`config.mk`:
```
export PLATFORM = sky130hd
export DESIGN_NAME = mouse_report_parser_flat
export DESIGN_NICKNAME = d
export VERILOG_FILES = /design/src/design/mrp_pkg.sv /design/src/design/mrp_if.sv /design/src/design/mouse_report_parser.sv /design/src/flat_wrapper.sv
export SDC_FILE = /design/constraint.sdc
export NUM_CORES = 1
export LEC_CHECK = 0
export ABC_AREA = 1
export BUFFER_PORTS_ARGS = -buffer_cell sky130_fd_sc_hd__buf_4
export CORE_MARGIN = 2
export CORE_UTILIZATION = 40
export CTS_CLUSTER_SIZE = 30
export DETAILED_ROUTE_END_ITERATION = 7
export GPL_TIMING_DRIVEN = 1
export HOLD_SLACK_MARGIN = 0.06
export PLACE_DENSITY = 0.69
export SETUP_SLACK_MARGIN = 0.1
export SLEW_MARGIN = 5
export SYNTH_ARGS = -nofsm -noshare
export SYNTH_HDL_FRONTEND = slang
export SYNTH_SLANG_ARGS = --single-unit
```
`constraint.sdc`:
```
create_clock -name clk -period 5.25 [get_ports clk]
set_input_delay 0.525 -clock clk [delete_from_list [all_inputs] [get_ports clk]]
set_output_delay 0.525 -clock clk [all_outputs]
set_load 0.02 [all_outputs]
```
`src/design/mrp_pkg.sv`:
```
package mrp_pkg;

	// Layout register indexes on the configuration channel.
	typedef enum logic [2:0] {
		REG_REPORT_ID   = 3'd0,
		REG_BTN_OFFSET  = 3'd1,
		REG_BTN_BYTES   = 3'd2,
		REG_AXIS_OFFSET = 3'd3,
		REG_AXIS_BYTES  = 3'd4,
		REG_WHEEL_OFFSET = 3'd5,
		REG_WHEEL_SIGNED = 3'd6
	} cfg_reg_t;

	localparam int unsigned CFG_INDEX_W = 3;
	localparam int unsigned CFG_DATA_W  = 8;

	// A wheel offset of this value means the report carries no wheel.
	localparam logic [7:0] NO_WHEEL       = 8'd255;
	// The byte position saturates here.
	localparam logic [7:0] POS_MAX        = 8'd255;
	// Mask for an unsigned 7-bit wheel.
	localparam logic [7:0] WHEEL_LOW_MASK = 8'h7F;

	// Layout registers.
	typedef struct packed {
		logic [7:0] report_id_expected;
		logic [7:0] button_field_offset;
		logic [1:0] button_field_bytes;
		logic [7:0] axis_field_offset;
		logic [1:0] axis_bytes_each;
		logic [7:0] wheel_field_offset;
		logic       wheel_is_signed;
	} layout_t;

endpackage

```
`src/design/mrp_if.sv`:
```
// Byte stream of a raw input report.
interface mrp_report_if;
	logic        valid;
	logic        ready;
	logic [7:0]  report_byte;
	logic        end_of_report;
	logic [63:0] time_stamp;

	modport source (output valid, report_byte, end_of_report, time_stamp, input ready);
	modport sink (input valid, report_byte, end_of_report, time_stamp, output ready);
endinterface

// One parsed result per report.
interface mrp_result_if;
	logic               valid;
	logic               ready;
	logic               report_ok;
	logic [15:0]        button_bits;
	logic signed [15:0] delta_x;
	logic signed [15:0] delta_y;
	logic signed [7:0]  wheel_delta;
	logic [63:0]        motion_time;

	modport source (output valid, report_ok, button_bits, delta_x, delta_y, wheel_delta,
		motion_time, input ready);
	modport sink (input valid, report_ok, button_bits, delta_x, delta_y, wheel_delta,
		motion_time, output ready);
endinterface

// Layout register writes.
interface mrp_cfg_if;
	logic       valid;
	logic       ready;
	logic [2:0] reg_index;
	logic [7:0] write_data;

	modport source (output valid, reg_index, write_data, input ready);
	modport sink (input valid, reg_index, write_data, output ready);
endinterface

```
`src/design/mouse_report_parser.sv`:
```
// Mouse report parser. Report bytes stream in on the report channel, one per
// transfer, and a byte may follow in every cycle. Each byte is registered, then
// placed into the button, axis and wheel fields by the layout registers in one
// pass of logic; the byte that carries end_of_report passes the input register and
// then, once the result channel is free, produces one result in the output register.
// Throughput is one byte per cycle, set by the single input register and the
// result register; the report channel stalls only while a finished result waits
// and a further last byte is ready behind it. Layout registers are written on
// the cfg channel, which is always ready, and should change only between reports.
module mouse_report_parser (
	input logic clk,
	input logic arst_n,
	mrp_report_if.sink report,
	mrp_result_if.source result,
	mrp_cfg_if.sink cfg
);
	import mrp_pkg::*;

	layout_t layout_q;

	// Input stage.
	logic        valid_s1;
	logic [7:0]  byte_s1;
	logic        eor_s1;
	logic [63:0] ts_s1;

	// Per-report state.
	logic [7:0]  pos_q;
	logic [15:0] button_q;
	logic [15:0] x_q;
	logic [15:0] y_q;
	logic [7:0]  wheel_q;
	logic        wheel_present_q;
	logic        id_matched_q;

	// Result register.
	logic               res_valid_q;
	logic               res_ok_q;
	logic [15:0]        res_button_q;
	logic [15:0]        res_x_q;
	logic [15:0]        res_y_q;
	logic [7:0]         res_wheel_q;
	logic [63:0]        res_time_q;

	logic        out_free;
	logic        adv_s1;
	logic [1:0]  btn_len;
	logic [1:0]  axis_len;
	logic [7:0]  btn_rel;
	logic [7:0]  axis_rel;
	logic        id_next;
	logic [15:0] button_next;
	logic [15:0] x_next;
	logic [15:0] y_next;
	logic [7:0]  wheel_next;
	logic        wheel_present_next;
	logic [7:0]  pos_next;
	logic [9:0]  report_len;
	logic [9:0]  need_axis;
	logic [9:0]  need_btn;
	logic        ok;
	logic [7:0]  wheel_val;
	logic [15:0] x_val;
	logic [15:0] y_val;

	// Layout register writes.
	assign cfg.ready = 1'b1;

	always_ff @(posedge clk or negedge arst_n) begin
		if (!arst_n) begin
			layout_q.report_id_expected  <= 8'd0;
			layout_q.button_field_offset <= 8'd0;
			layout_q.button_field_bytes  <= 2'd1;
			layout_q.axis_field_offset   <= 8'd1;
			layout_q.axis_bytes_each     <= 2'd1;
			layout_q.wheel_field_offset  <= NO_WHEEL;
			layout_q.wheel_is_signed     <= 1'b1;
		end else if (cfg.valid) begin
			unique case (cfg_reg_t'(cfg.reg_index))
				REG_REPORT_ID:    layout_q.report_id_expected  <= cfg.write_data;
				REG_BTN_OFFSET:   layout_q.button_field_offset <= cfg.write_data;
				REG_BTN_BYTES:    layout_q.button_field_bytes  <= cfg.write_data[1:0];
				REG_AXIS_OFFSET:  layout_q.axis_field_offset   <= cfg.write_data;
				REG_AXIS_BYTES:   layout_q.axis_bytes_each     <= cfg.write_data[1:0];
				REG_WHEEL_OFFSET: layout_q.wheel_field_offset  <= cfg.write_data;
				REG_WHEEL_SIGNED: layout_q.wheel_is_signed     <= cfg.write_data[0];
				default: ;
			endcase
		end
	end

	// Flow control: a last byte moves on only when the result register is free.
	assign out_free     = !res_valid_q || result.ready;
	assign adv_s1       = valid_s1 && (!eor_s1 || out_free);
	assign report.ready = !valid_s1 || adv_s1;

	always_ff @(posedge clk or negedge arst_n) begin
		if (!arst_n) begin
			valid_s1 <= 1'b0;
		end else if (report.ready) begin
			valid_s1 <= report.valid;
		end
	end

	always_ff @(posedge clk) begin
		if (report.valid && report.ready) begin
			byte_s1 <= report.report_byte;
			eor_s1  <= report.end_of_report;
			ts_s1   <= report.time_stamp;
		end
	end

	// Field placement for the byte in the input stage.
	always_comb begin
		btn_len  = (layout_q.button_field_bytes == 2'd0) ? 2'd0 :
			(layout_q.button_field_bytes == 2'd1) ? 2'd1 : 2'd2;
		axis_len = (layout_q.axis_bytes_each == 2'd1) ? 2'd1 : 2'd2;
		btn_rel  = pos_q - layout_q.button_field_offset;
		axis_rel = pos_q - layout_q.axis_field_offset;

		id_next = id_matched_q;
		if (pos_q == 8'd0) begin
			id_next = (layout_q.report_id_expected == 8'd0) ||
				(byte_s1 == layout_q.report_id_expected);
		end

		button_next = button_q;
		if (pos_q >= layout_q.button_field_offset && btn_rel < {6'd0, btn_len}) begin
			if (btn_rel[0]) begin
				button_next = {byte_s1, button_q[7:0]};
			end else begin
				button_next = {button_q[15:8], byte_s1};
			end
		end

		x_next = x_q;
		y_next = y_q;
		if (pos_q >= layout_q.axis_field_offset) begin
			if (axis_rel < {6'd0, axis_len}) begin
				if (axis_rel == 8'd0) begin
					x_next = {x_q[15:8], byte_s1};
				end else begin
					x_next = {byte_s1, x_q[7:0]};
				end
			end else if (axis_rel < {5'd0, axis_len, 1'b0}) begin
				if (axis_rel == {6'd0, axis_len}) begin
					y_next = {y_q[15:8], byte_s1};
				end else begin
					y_next = {byte_s1, y_q[7:0]};
				end
			end
		end

		wheel_next         = wheel_q;
		wheel_present_next = wheel_present_q;
		if (layout_q.wheel_field_offset != NO_WHEEL && pos_q == layout_q.wheel_field_offset) begin
			wheel_next         = byte_s1;
			wheel_present_next = 1'b1;
		end

		pos_next = (pos_q < POS_MAX) ? pos_q + 8'd1 : pos_q;
	end

	// Result fields for a last byte.
	always_comb begin
		report_len = {2'd0, pos_q} + 10'd1;
		need_axis  = {2'd0, layout_q.axis_field_offset} + {7'd0, axis_len, 1'b0};
		need_btn   = {2'd0, layout_q.button_field_offset} + {8'd0, btn_len};
		ok = id_next && (report_len >= need_axis) && (report_len >= need_btn);

		wheel_val = 8'd0;
		if (layout_q.wheel_field_offset != NO_WHEEL && wheel_present_next) begin
			wheel_val = layout_q.wheel_is_signed ? wheel_next : (wheel_next & WHEEL_LOW_MASK);
		end

		x_val = (axis_len == 2'd1) ? {{8{x_next[7]}}, x_next[7:0]} : x_next;
		y_val = (axis_len == 2'd1) ? {{8{y_next[7]}}, y_next[7:0]} : y_next;
	end

	// Report state; cleared after each last byte.
	always_ff @(posedge clk or negedge arst_n) begin
		if (!arst_n) begin
			pos_q           <= 8'd0;
			button_q        <= 16'd0;
			x_q             <= 16'd0;
			y_q             <= 16'd0;
			wheel_q         <= 8'd0;
			wheel_present_q <= 1'b0;
			id_matched_q    <= 1'b0;
		end else if (adv_s1) begin
			if (eor_s1) begin
				pos_q           <= 8'd0;
				button_q        <= 16'd0;
				x_q             <= 16'd0;
				y_q             <= 16'd0;
				wheel_q         <= 8'd0;
				wheel_present_q <= 1'b0;
				id_matched_q    <= 1'b0;
			end else begin
				pos_q           <= pos_next;
				button_q        <= button_next;
				x_q             <= x_next;
				y_q             <= y_next;
				wheel_q         <= wheel_next;
				wheel_present_q <= wheel_present_next;
				id_matched_q    <= id_next;
			end
		end
	end

	// Result register.
	always_ff @(posedge clk or negedge arst_n) begin
		if (!arst_n) begin
			res_valid_q <= 1'b0;
		end else if (adv_s1 && eor_s1) begin
			res_valid_q <= 1'b1;
		end else if (result.ready) begin
			res_valid_q <= 1'b0;
		end
	end

	always_ff @(posedge clk) begin
		if (adv_s1 && eor_s1) begin
			res_ok_q     <= ok;
			res_button_q <= ok ? button_next : 16'd0;
			res_x_q      <= ok ? x_val : 16'd0;
			res_y_q      <= ok ? y_val : 16'd0;
			res_wheel_q  <= ok ? wheel_val : 8'd0;
			res_time_q   <= ts_s1;
		end
	end

	assign result.valid       = res_valid_q;
	assign result.report_ok   = res_ok_q;
	assign result.button_bits = res_button_q;
	assign result.delta_x     = $signed(res_x_q);
	assign result.delta_y     = $signed(res_y_q);
	assign result.wheel_delta = $signed(res_wheel_q);
	assign result.motion_time = res_time_q;

endmodule

```
`src/flat_wrapper.sv`:
```
// flat-port wrapper written by rule: the top's interface ports become plain ports
module mouse_report_parser_flat import mrp_pkg::*;
  (clk, arst_n, report_valid, report_report_byte, report_end_of_report, report_time_stamp, report_ready, result_valid, result_report_ok, result_button_bits, result_delta_x, result_delta_y, result_wheel_delta, result_motion_time, result_ready, cfg_valid, cfg_reg_index, cfg_write_data, cfg_ready);
  mrp_report_if report_i ();
  mrp_result_if result_i ();
  mrp_cfg_if cfg_i ();
  input logic clk;
  input logic arst_n;
  input wire logic [$bits(report_i.valid)-1:0] report_valid;
  input wire logic [$bits(report_i.report_byte)-1:0] report_report_byte;
  input wire logic [$bits(report_i.end_of_report)-1:0] report_end_of_report;
  input wire logic [$bits(report_i.time_stamp)-1:0] report_time_stamp;
  output wire logic [$bits(report_i.ready)-1:0] report_ready;
  output wire logic [$bits(result_i.valid)-1:0] result_valid;
  output wire logic [$bits(result_i.report_ok)-1:0] result_report_ok;
  output wire logic [$bits(result_i.button_bits)-1:0] result_button_bits;
  output wire logic [$bits(result_i.delta_x)-1:0] result_delta_x;
  output wire logic [$bits(result_i.delta_y)-1:0] result_delta_y;
  output wire logic [$bits(result_i.wheel_delta)-1:0] result_wheel_delta;
  output wire logic [$bits(result_i.motion_time)-1:0] result_motion_time;
  input wire logic [$bits(result_i.ready)-1:0] result_ready;
  input wire logic [$bits(cfg_i.valid)-1:0] cfg_valid;
  input wire logic [$bits(cfg_i.reg_index)-1:0] cfg_reg_index;
  input wire logic [$bits(cfg_i.write_data)-1:0] cfg_write_data;
  output wire logic [$bits(cfg_i.ready)-1:0] cfg_ready;
  assign report_i.valid = report_valid;
  assign report_i.report_byte = report_report_byte;
  assign report_i.end_of_report = report_end_of_report;
  assign report_i.time_stamp = report_time_stamp;
  assign report_ready = report_i.ready;
  assign result_valid = result_i.valid;
  assign result_report_ok = result_i.report_ok;
  assign result_button_bits = result_i.button_bits;
  assign result_delta_x = result_i.delta_x;
  assign result_delta_y = result_i.delta_y;
  assign result_wheel_delta = result_i.wheel_delta;
  assign result_motion_time = result_i.motion_time;
  assign result_i.ready = result_ready;
  assign cfg_i.valid = cfg_valid;
  assign cfg_i.reg_index = cfg_reg_index;
  assign cfg_i.write_data = cfg_write_data;
  assign cfg_ready = cfg_i.ready;
  mouse_report_parser u_core (.clk(clk), .arst_n(arst_n), .report(report_i), .result(result_i), .cfg(cfg_i));
endmodule
```
==> flow_metrics.py, run 1 <==
metrics = {
    "drt": {
        "firstDrtPassIters": 5,
        "vias_per_cell": 4.96,
        "drc": 0,
        "drtAntennaViolNets": 0,
        "wl_per_cell_microns": 16.6,
        "num_vias": 9846,
        "finalWirelength_microns": 33000,
        "drt_iter0_drc": 846,
    },
    "worst_setup_path": {
        "reg2reg_to": "u_core.result.delta_x[1]",
        "critPathArrivalTime_ns": 4.11,
        "startpoint": "u_core.layout_q[9]",
        "ff2ff_setup_slack_ns": 1.38,
        "startpoint_type": "register",
        "rr_worst_depth": 21,
        "criticalPathCategory": "reg2reg",
        "endpoint": "u_core.result.delta_x[1]",
        "cp.required_ns": 5.49,
        "crit_path_end_kind": "register",
        "cp_max_fo": 48,
        "r2r_start": "u_core.layout_q[9]",
    },
    "die": {
        "die_height_microns": 188,
        "die_w_microns": 188,
        "rows": 67,
        "initial_core_util": 0.404,
        "core_sq_um": 33400,
        "ios": 213,
        "die_area_sq_um": 35200,
    },
    "cells_and_area": {
        "drive_gt1_frac": 0.213,
        "nets": 1647,
        "syn_to_final_growth_pct": 23.5,
        "mostFrequentLayoutCells": "248 x nand2_1, 219 x buf_4, 194 x edfxtp_1",
        "antenna_cells": 0,
        "final_area_sq_um": 16700,
        "layout_commonest_cell": "nand2_1",
    },
    "clock_network": {
        "insertion_delay_ns": 0.52,
        "htree_levels": 2,
        "cts_resized": 0,
        "cts_hold_buf": 0,
        "cts_root_buf": "clkbuf_16",
        "cts_sinks": 299,
        "postCtsSetupRepairBufs": 0,
        "clkTransAtPathRegs_ns": 0.05,
        "cts_tree": "built",
        "cts_made_buffers": 34,
        "clockBufferDepth": 3,
    },
    "timing": {
        "finalHoldViolations": 0,
        "max_freq_mhz": 258,
        "relSlewSlack": 0.263,
        "setup_violations": 0,
        "tightestPinTransition_ns": 1.11,
        "skew_ns": 0.0187,
        "tns_ns": 0,
        "finalMaxSlewViolations": 0,
        "rsz0062_at_grt": "no",
        "finalCriticalPeriod_ns": 3.87,
        "period_share": 0.737,
    },
    "synth": {
        "syn_avg_cell_area_sq_um": 10.4,
        "synthesis.instances": 1293,
        "synth_seq_area_share": 0.628,
        "ys_ff_latch": 299,
        "syn_area_sq_um": 13500,
        "synth_warnings": 0,
        "syn_nets": 1427,
        "synth_cell_types": 48,
    },
    "placement": {
        "portBuffers": 211,
        "hpwl_microns": 23600,
        "gp_congestion": 0.905,
        "dpl_cell_area_sq_um": 15600,
    },
    "power_and_ir_drop": {
        "power.density_nw_per_um2": 380,
        "ir_drop_v": 0.000199,
        "power.leakage_nw": 7.41,
    },
    "grt": {
        "overflow": 0,
        "grt_antenna_before_repair": 1,
        "grt_usage": 0.186,
        "grt_first_pass_wirelength_microns": 51700,
        "grt_pass1_vias": 9485,
        "grt_max_degree": 70,
        "grt_use_met2": 0.310,
        "busiest_layer": "met2",
        "met1_usage": 0.245,
        "grtUsageMet3": 0.0303,
    },
    "min_path": {
        "min_path_type": "in2async",
    },
    "run": {
        "maxCapViolCount": 0,
    },
    "outcome": {
        "status": "complete, no violations",
    },
}
-- kinds of logic (layout without fill, tap and decap cells) --
group	count (synthesis)	count (layout)	share of synthesized area
simple gates	518	518	0.171
flops	299	299	0.628
buf+inv	219	465	0.0630
compound gates	179	179	0.0739
fa+ha+maj	45	45	0.0434
xor+xnor	32	32	0.0208
other cells	1	1	0.000278
-- cell type report --
type	instances	area, sq um
sequential	299	8470
inverter	183	689
clock buffer	50	995
multi-input combinational	775	4170
tap	448	561
timing repair buffer	220	1660
fill	3050	16700
clock inverter	12	108
-- critical path: stages (launching register included) --
cell	delay, ns
dfstp_2	0.53
inv_1	0.07
nor2_4	0.19
inv_2	0.20
nand2_1	0.15
nand2_1	0.06
inv_1	0.07
ha_1	0.14
inv_1	0.04
nand2_1	0.09
nand3_1	0.11
nor3_1	0.19
xor2_1	0.20
ha_1	0.27
a21o_1	0.18
a21oi_1	0.12
nand3_1	0.08
a31oi_1	0.15
nor2_1	0.08
nand2_2	0.06
buf_4	0.46
nor2_1	0.12
-- per-stage QoR --
| stage | hold slack [ns] | std cells | utilization | power [mW] | setup slack, ns |
|---|---|---|---|---|---|
| 2_1_floorplan | 0.229 | 1293 | - | 3.66 | 1.28 |
| 3_3_place_gp | 0.400 | 1925 | 0.466 | 4.02 | 1.53 |
| 3_5_place_dp | 0.405 | 1925 | 0.466 | 4.06 | 1.41 |
| 4_1_cts | 0.165 | 1987 | 0.499 | 6.39 | 1.40 |
| 5_1_grt | 0.173 | 1987 | 0.499 | 6.63 | 1.00 |
| 6_report | 0.136 | 1987 | 0.499 | 6.33 | 1.38 |
-- cell usage after synthesis, drive strengths merged --
| cell type | n | share of area |
|---|---|---|
| nand2 | 258 | 0.075 |
| edfxtp | 194 | 0.43 |
| inv | 182 | 0.051 |
| nor2 | 109 | 0.033 |
| o21ai | 104 | 0.040 |
| nand3 | 99 | 0.038 |
| dfrtp | 93 | 0.17 |
| a21oi | 51 | 0.021 |
| ha | 42 | 0.039 |
| xor2 | 29 | 0.019 |
| nand4 | 26 | 0.013 |
| clkbuf | 25 | 0.0070 |
| o22ai | 13 | 0.0060 |
| dfstp | 12 | 0.023 |
| buf | 11 | 0.0051 |
| nor3 | 11 | 0.0053 |
| nor4 | 8 | 0.0042 |
| or2 | 5 | 0.0023 |
| fa | 3 | 0.0045 |
| o211ai | 3 | 0.0017 |
| xnor2 | 3 | 0.0019 |
| a31oi | 2 | 0.00093 |
| o21bai | 2 | 0.0011 |
| a211oi | 1 | 0.00056 |
| a21o | 1 | 0.00056 |
| clkinv | 1 | 0.00028 |
| conb | 1 | 0.00028 |
| nand3b | 1 | 0.00056 |
| o311ai | 1 | 0.0012 |
| o31a | 1 | 0.00065 |
| or3 | 1 | 0.00046 |
-- state kept, by name, indices dropped and copies added, names as in the netlist, 16 cells and up --
name                       flops
u_core.result.delta_x         16
u_core.ts_s1                  64
u_core.x_q                    16
u_core.y_q                    16
u_core.button_q               16
u_core.result.motion_time     64
u_core.result.delta_y         16
u_core.result.button_bits     16
u_core.layout_q               37
-- worst min path at each step --
stage / start / endpoint / slack (ns)
final: arst_n / u_core.layout_q[28] / 0.14
after global routing: report_time_stamp[50] / u_core.ts_s1[50] / 0.17
after CTS: arst_n / u_core.layout_q[28] / 0.17
after detailed placement: u_core.ts_s1[18] / u_core.result.motion_time[18] / 0.40
after global placement: u_core.ts_s1[42] / u_core.result.motion_time[42] / 0.40
after floorplan: arst_n / u_core.button_q[0] / 0.23
-- power by group --
group | leakage (nW) | total (mW) | internal [mW] | switching [mW]
clock | 0.540 | 2.31 | 1.41 | 0.901
sequential | 3.24 | 2.82 | 2.70 | 0.115
combinational | 3.62 | 1.20 | 0.415 | 0.785
total | 7.41 | 6.33 | 4.53 | 1.80
-- per-layer routing --
| layer | wire [microns] | part of all wire |
|---|---|---|
| met1 | 13900 | 0.42 |
| met2 | 16300 | 0.49 |
| met3 | 1850 | 0.056 |
| met4 | 994 | 0.030 |
| met5 | 0 | 0 |
Power figures use the tool's default switching activity.
==> run 2, diff against run 1 <==
--- a/config.mk
+++ b/config.mk
@@ -5,7 +5,7 @@
 export SDC_FILE = /design/constraint.sdc
 export NUM_CORES = 1
 export LEC_CHECK = 0
-export ABC_AREA = 1
+export ABC_AREA = 0
 export BUFFER_PORTS_ARGS = -buffer_cell sky130_fd_sc_hd__buf_4
 export CORE_MARGIN = 2
 export CORE_UTILIZATION = 40
==> constraint.sdc (replaced) <==
create_clock -name clk -period 3.9 [get_ports clk]
set_input_delay 0.39 -clock clk [delete_from_list [all_inputs] [get_ports clk]]
set_output_delay 0.39 -clock clk [all_outputs]
set_load 0.02 [all_outputs]
==> run 2 against run 1 <==
Effect of this change: hold slack lost 0.062 ns; maximum frequency rose by 8.8%; register-to-register slack got worse by 1.0 ns; critical path depth decreased by 10; critical endpoint is now u_core.result.button_bits[6]; worst setup slack worse by 1.0 ns; clock power is 29% higher.
==> flow_metrics.py, run 2 <==
metrics = {
    "timing": {
        "finalCriticalPeriod_ns": 3.56,
        "relSlewSlack": 0.274,
        "finalHoldViolations": 0,
        "tns_ns": 0,
        "max_freq_mhz": 281,
        "finalMaxSlewViolations": 0,
        "rsz0062_at_grt": "no",
        "period_share": 0.913,
        "setup_violations": 0,
        "skew_ns": 0.0118,
        "setup_slack_ns": 0.341,
        "tightestPinTransition_ns": 1.09,
    },
    "cells_and_area": {
        "mostFrequentLayoutCells": "243 x buf_4, 194 x edfxtp_1, 93 x dfrtp_1",
        "layout_commonest_cell": "buf_4",
        "final_area_sq_um": 17400,
        "nets": 1476,
        "drive_gt1_frac": 0.268,
        "antenna_cells": 0,
        "syn_to_final_growth_pct": 29.5,
    },
    "run": {
        "maxCapViolCount": 0,
    },
    "worst_setup_path": {
        "rr_worst_depth": 11,
        "cp.required_ns": 4.15,
        "cp_max_fo": 18,
        "startpoint_type": "register",
        "criticalPathCategory": "reg2reg",
        "crit_path_end_kind": "register",
        "critPathArrivalTime_ns": 3.80,
    },
    "drt": {
        "met2_wirelength_microns": 17800,
        "wl_met3_microns": 1620,
        "num_vias": 9738,
        "finalWirelength_microns": 36100,
        "vias_per_cell": 5.37,
        "highest_layer": "met4",
        "drc": 0,
        "drt_iter0_drc": 894,
        "drtAntennaViolNets": 0,
        "firstDrtPassIters": 5,
        "wl_met1_microns": 15300,
        "wl_per_cell_microns": 19.9,
    },
    "min_path": {
        "holdPathStages": 1,
        "min_path_type": "in2reg",
    },
    "die": {
        "ios": 213,
        "die_height_microns": 188,
        "die_w_microns": 188,
        "core_sq_um": 33400,
        "rows": 67,
        "die_area_sq_um": 35200,
        "initial_core_util": 0.404,
    },
    "power_and_ir_drop": {
        "p_int_mw": 6.10,
        "switching_share": 0.277,
        "seq_power_share": 0.462,
        "power.leakage_nw": 6.99,
        "power.density_nw_per_um2": 484,
        "switching_power_mw": 2.34,
        "p_clk_frac": 0.353,
        "combPwrFrac": 0.185,
        "ir_drop_v": 0.000287,
        "total_power_mw": 8.44,
    },
    "grt": {
        "grt_antenna_before_repair": 0,
        "overflow": 0,
        "grt_pass1_vias": 9845,
        "grt_usage": 0.203,
        "grt_max_degree": 74,
        "grt_first_pass_wirelength_microns": 55900,
    },
    "clock_network": {
        "cts_sinks": 299,
        "clkTransAtPathRegs_ns": 0.06,
        "htree_levels": 2,
        "cts_made_buffers": 34,
        "insertion_delay_ns": 0.51,
        "cts_root_buf": "clkbuf_16",
        "clockBufferDepth": 3,
        "cts_tree": "built",
    },
    "synth": {
        "syn_area_sq_um": 13500,
        "synthFlopType": "edfxtp_1",
        "syn_nets": 1176,
        "synthArstFlopShare": 0.351,
        "synth_warnings": 0,
        "synthesis.instances": 1042,
        "synth_area_leader_cell": "edfxtp_1",
        "synth_cell_types": 74,
        "ys_ff_latch": 299,
        "synth_most_common_cell": "edfxtp_1",
        "yosys-top-cells-area": "edfxtp_1 43%, dfrtp_1 17%, ha_1 3.9%",
        "synth_edf_count": 194,
        "netlist.area_leader.share": 0.432,
        "syn_avg_cell_area_sq_um": 12.9,
        "synth_seq_area_share": 0.629,
        "netlist_top_cells_count": "194 x edfxtp_1, 93 x dfrtp_1, 67 x o21ai_0",
    },
    "placement": {
        "dpl_cell_area_sq_um": 15700,
        "gp_congestion": 0.902,
        "dp_slack_ns": 0.161,
        "portBuffers": 211,
        "hpwl_microns": 24300,
    },
    "outcome": {
        "status": "complete, no violations",
    },
}
-- run 2: cell count changes after synthesis, sizes merged, moves of 29 or more --
| cell | change |
|---|---|
| nand2 | -192 |
| inv | -134 |
| nor2 | -65 |
| nand3 | -62 |
| o21ai | -33 |
| mux2 | +30 |
| xnor2 | +29 |
-- run 2: layout make-up --
cell class                 instances  area [sq um]
inverter                          49           188
multi-input combinational        637          4530
fill                            2823         15900
timing repair buffer             321          2670
clock buffer                      45           923
clock inverter                    16           103
tap                              448           561
sequential                       299          8470
-- run 2: through the flow --
stage                     hold WS (ns)  utilization  instances
after global placement           0.400        0.469       1681
after floorplan                 0.0944            -       1042
after global routing            0.0611        0.523       1815
final                           0.0735        0.523       1815
after detailed placement         0.405        0.469       1681
after CTS                       0.0614        0.521       1813
-- run 2: path summary, 6_finish.rpt --
path | start | to | slack, ns
worst min register to register | u_core.ts_s1[20] | u_core.result.motion_time[20] | 0.41
worst max-delay path | u_core.pos_q[1] | u_core.result.button_bits[6] | 0.34
worst max register to register | u_core.pos_q[1] | u_core.result.button_bits[6] | 0.34
min in group asynchronous | arst_n | u_core.layout_q[14] | 0.52
max in group asynchronous | arst_n | u_core.x_q[12] | 2.48
worst min-delay path | report_time_stamp[9] | u_core.ts_s1[9] | 0.07
-- run 2: what timing repair did --
| item | 4_1_cts | 5_1_grt |
|---|---|---|
| setup endpoints to repair | 0 | 71 |
| resized for setup | 0 | 7 |
| endpoints found under the hold margin | 118 | 1 |
| hold buffers | 71 | 1 |
| setup buffers | 0 | 1 |
-- run 2: layer usage --
metal,global-route usage,vias up
li1,-,4482
met1,0.267,4885
met2,0.341,275
met3,0.0271,96
met4,0.0824,0
met5,0,-
-- run 2: cells by family after synthesis --
| family | after synthesis | synth area share |
|---|---|---|
| buffers and inverters | 106 | 0.0377 |
| other | 1 | 0.000278 |
| and+or+nand+nor | 253 | 0.0990 |
| adders and majority gates | 45 | 0.0435 |
| muxes | 54 | 0.0432 |
| AOI/OAI and AO/OA | 245 | 0.122 |
| xor gates and xnor gates | 39 | 0.0254 |
| DFF | 299 | 0.629 |
-- run 2: critical path, cell delays in order, from the launching register on --
cell	delay, ns
dfrtp_1	0.70
ha_1	0.34
nand3_1	0.14
xnor2_1	0.34
ha_1	0.29
o21a_1	0.17
o21ai_0	0.21
a21oi_1	0.07
or4_1	0.47
nand3_4	0.30
buf_12	0.20
a21oi_1	0.06
-- run 2: power by group through the flow --
stage	sequential (mW)	combinational, mW	clock (mW)
final	3.90	1.56	2.98
after global routing	3.93	1.71	3.14
after CTS	3.89	1.52	3.02
after detailed placement	3.96	1.45	0
after global placement	3.94	1.41	0
after floorplan	3.96	0.916	0
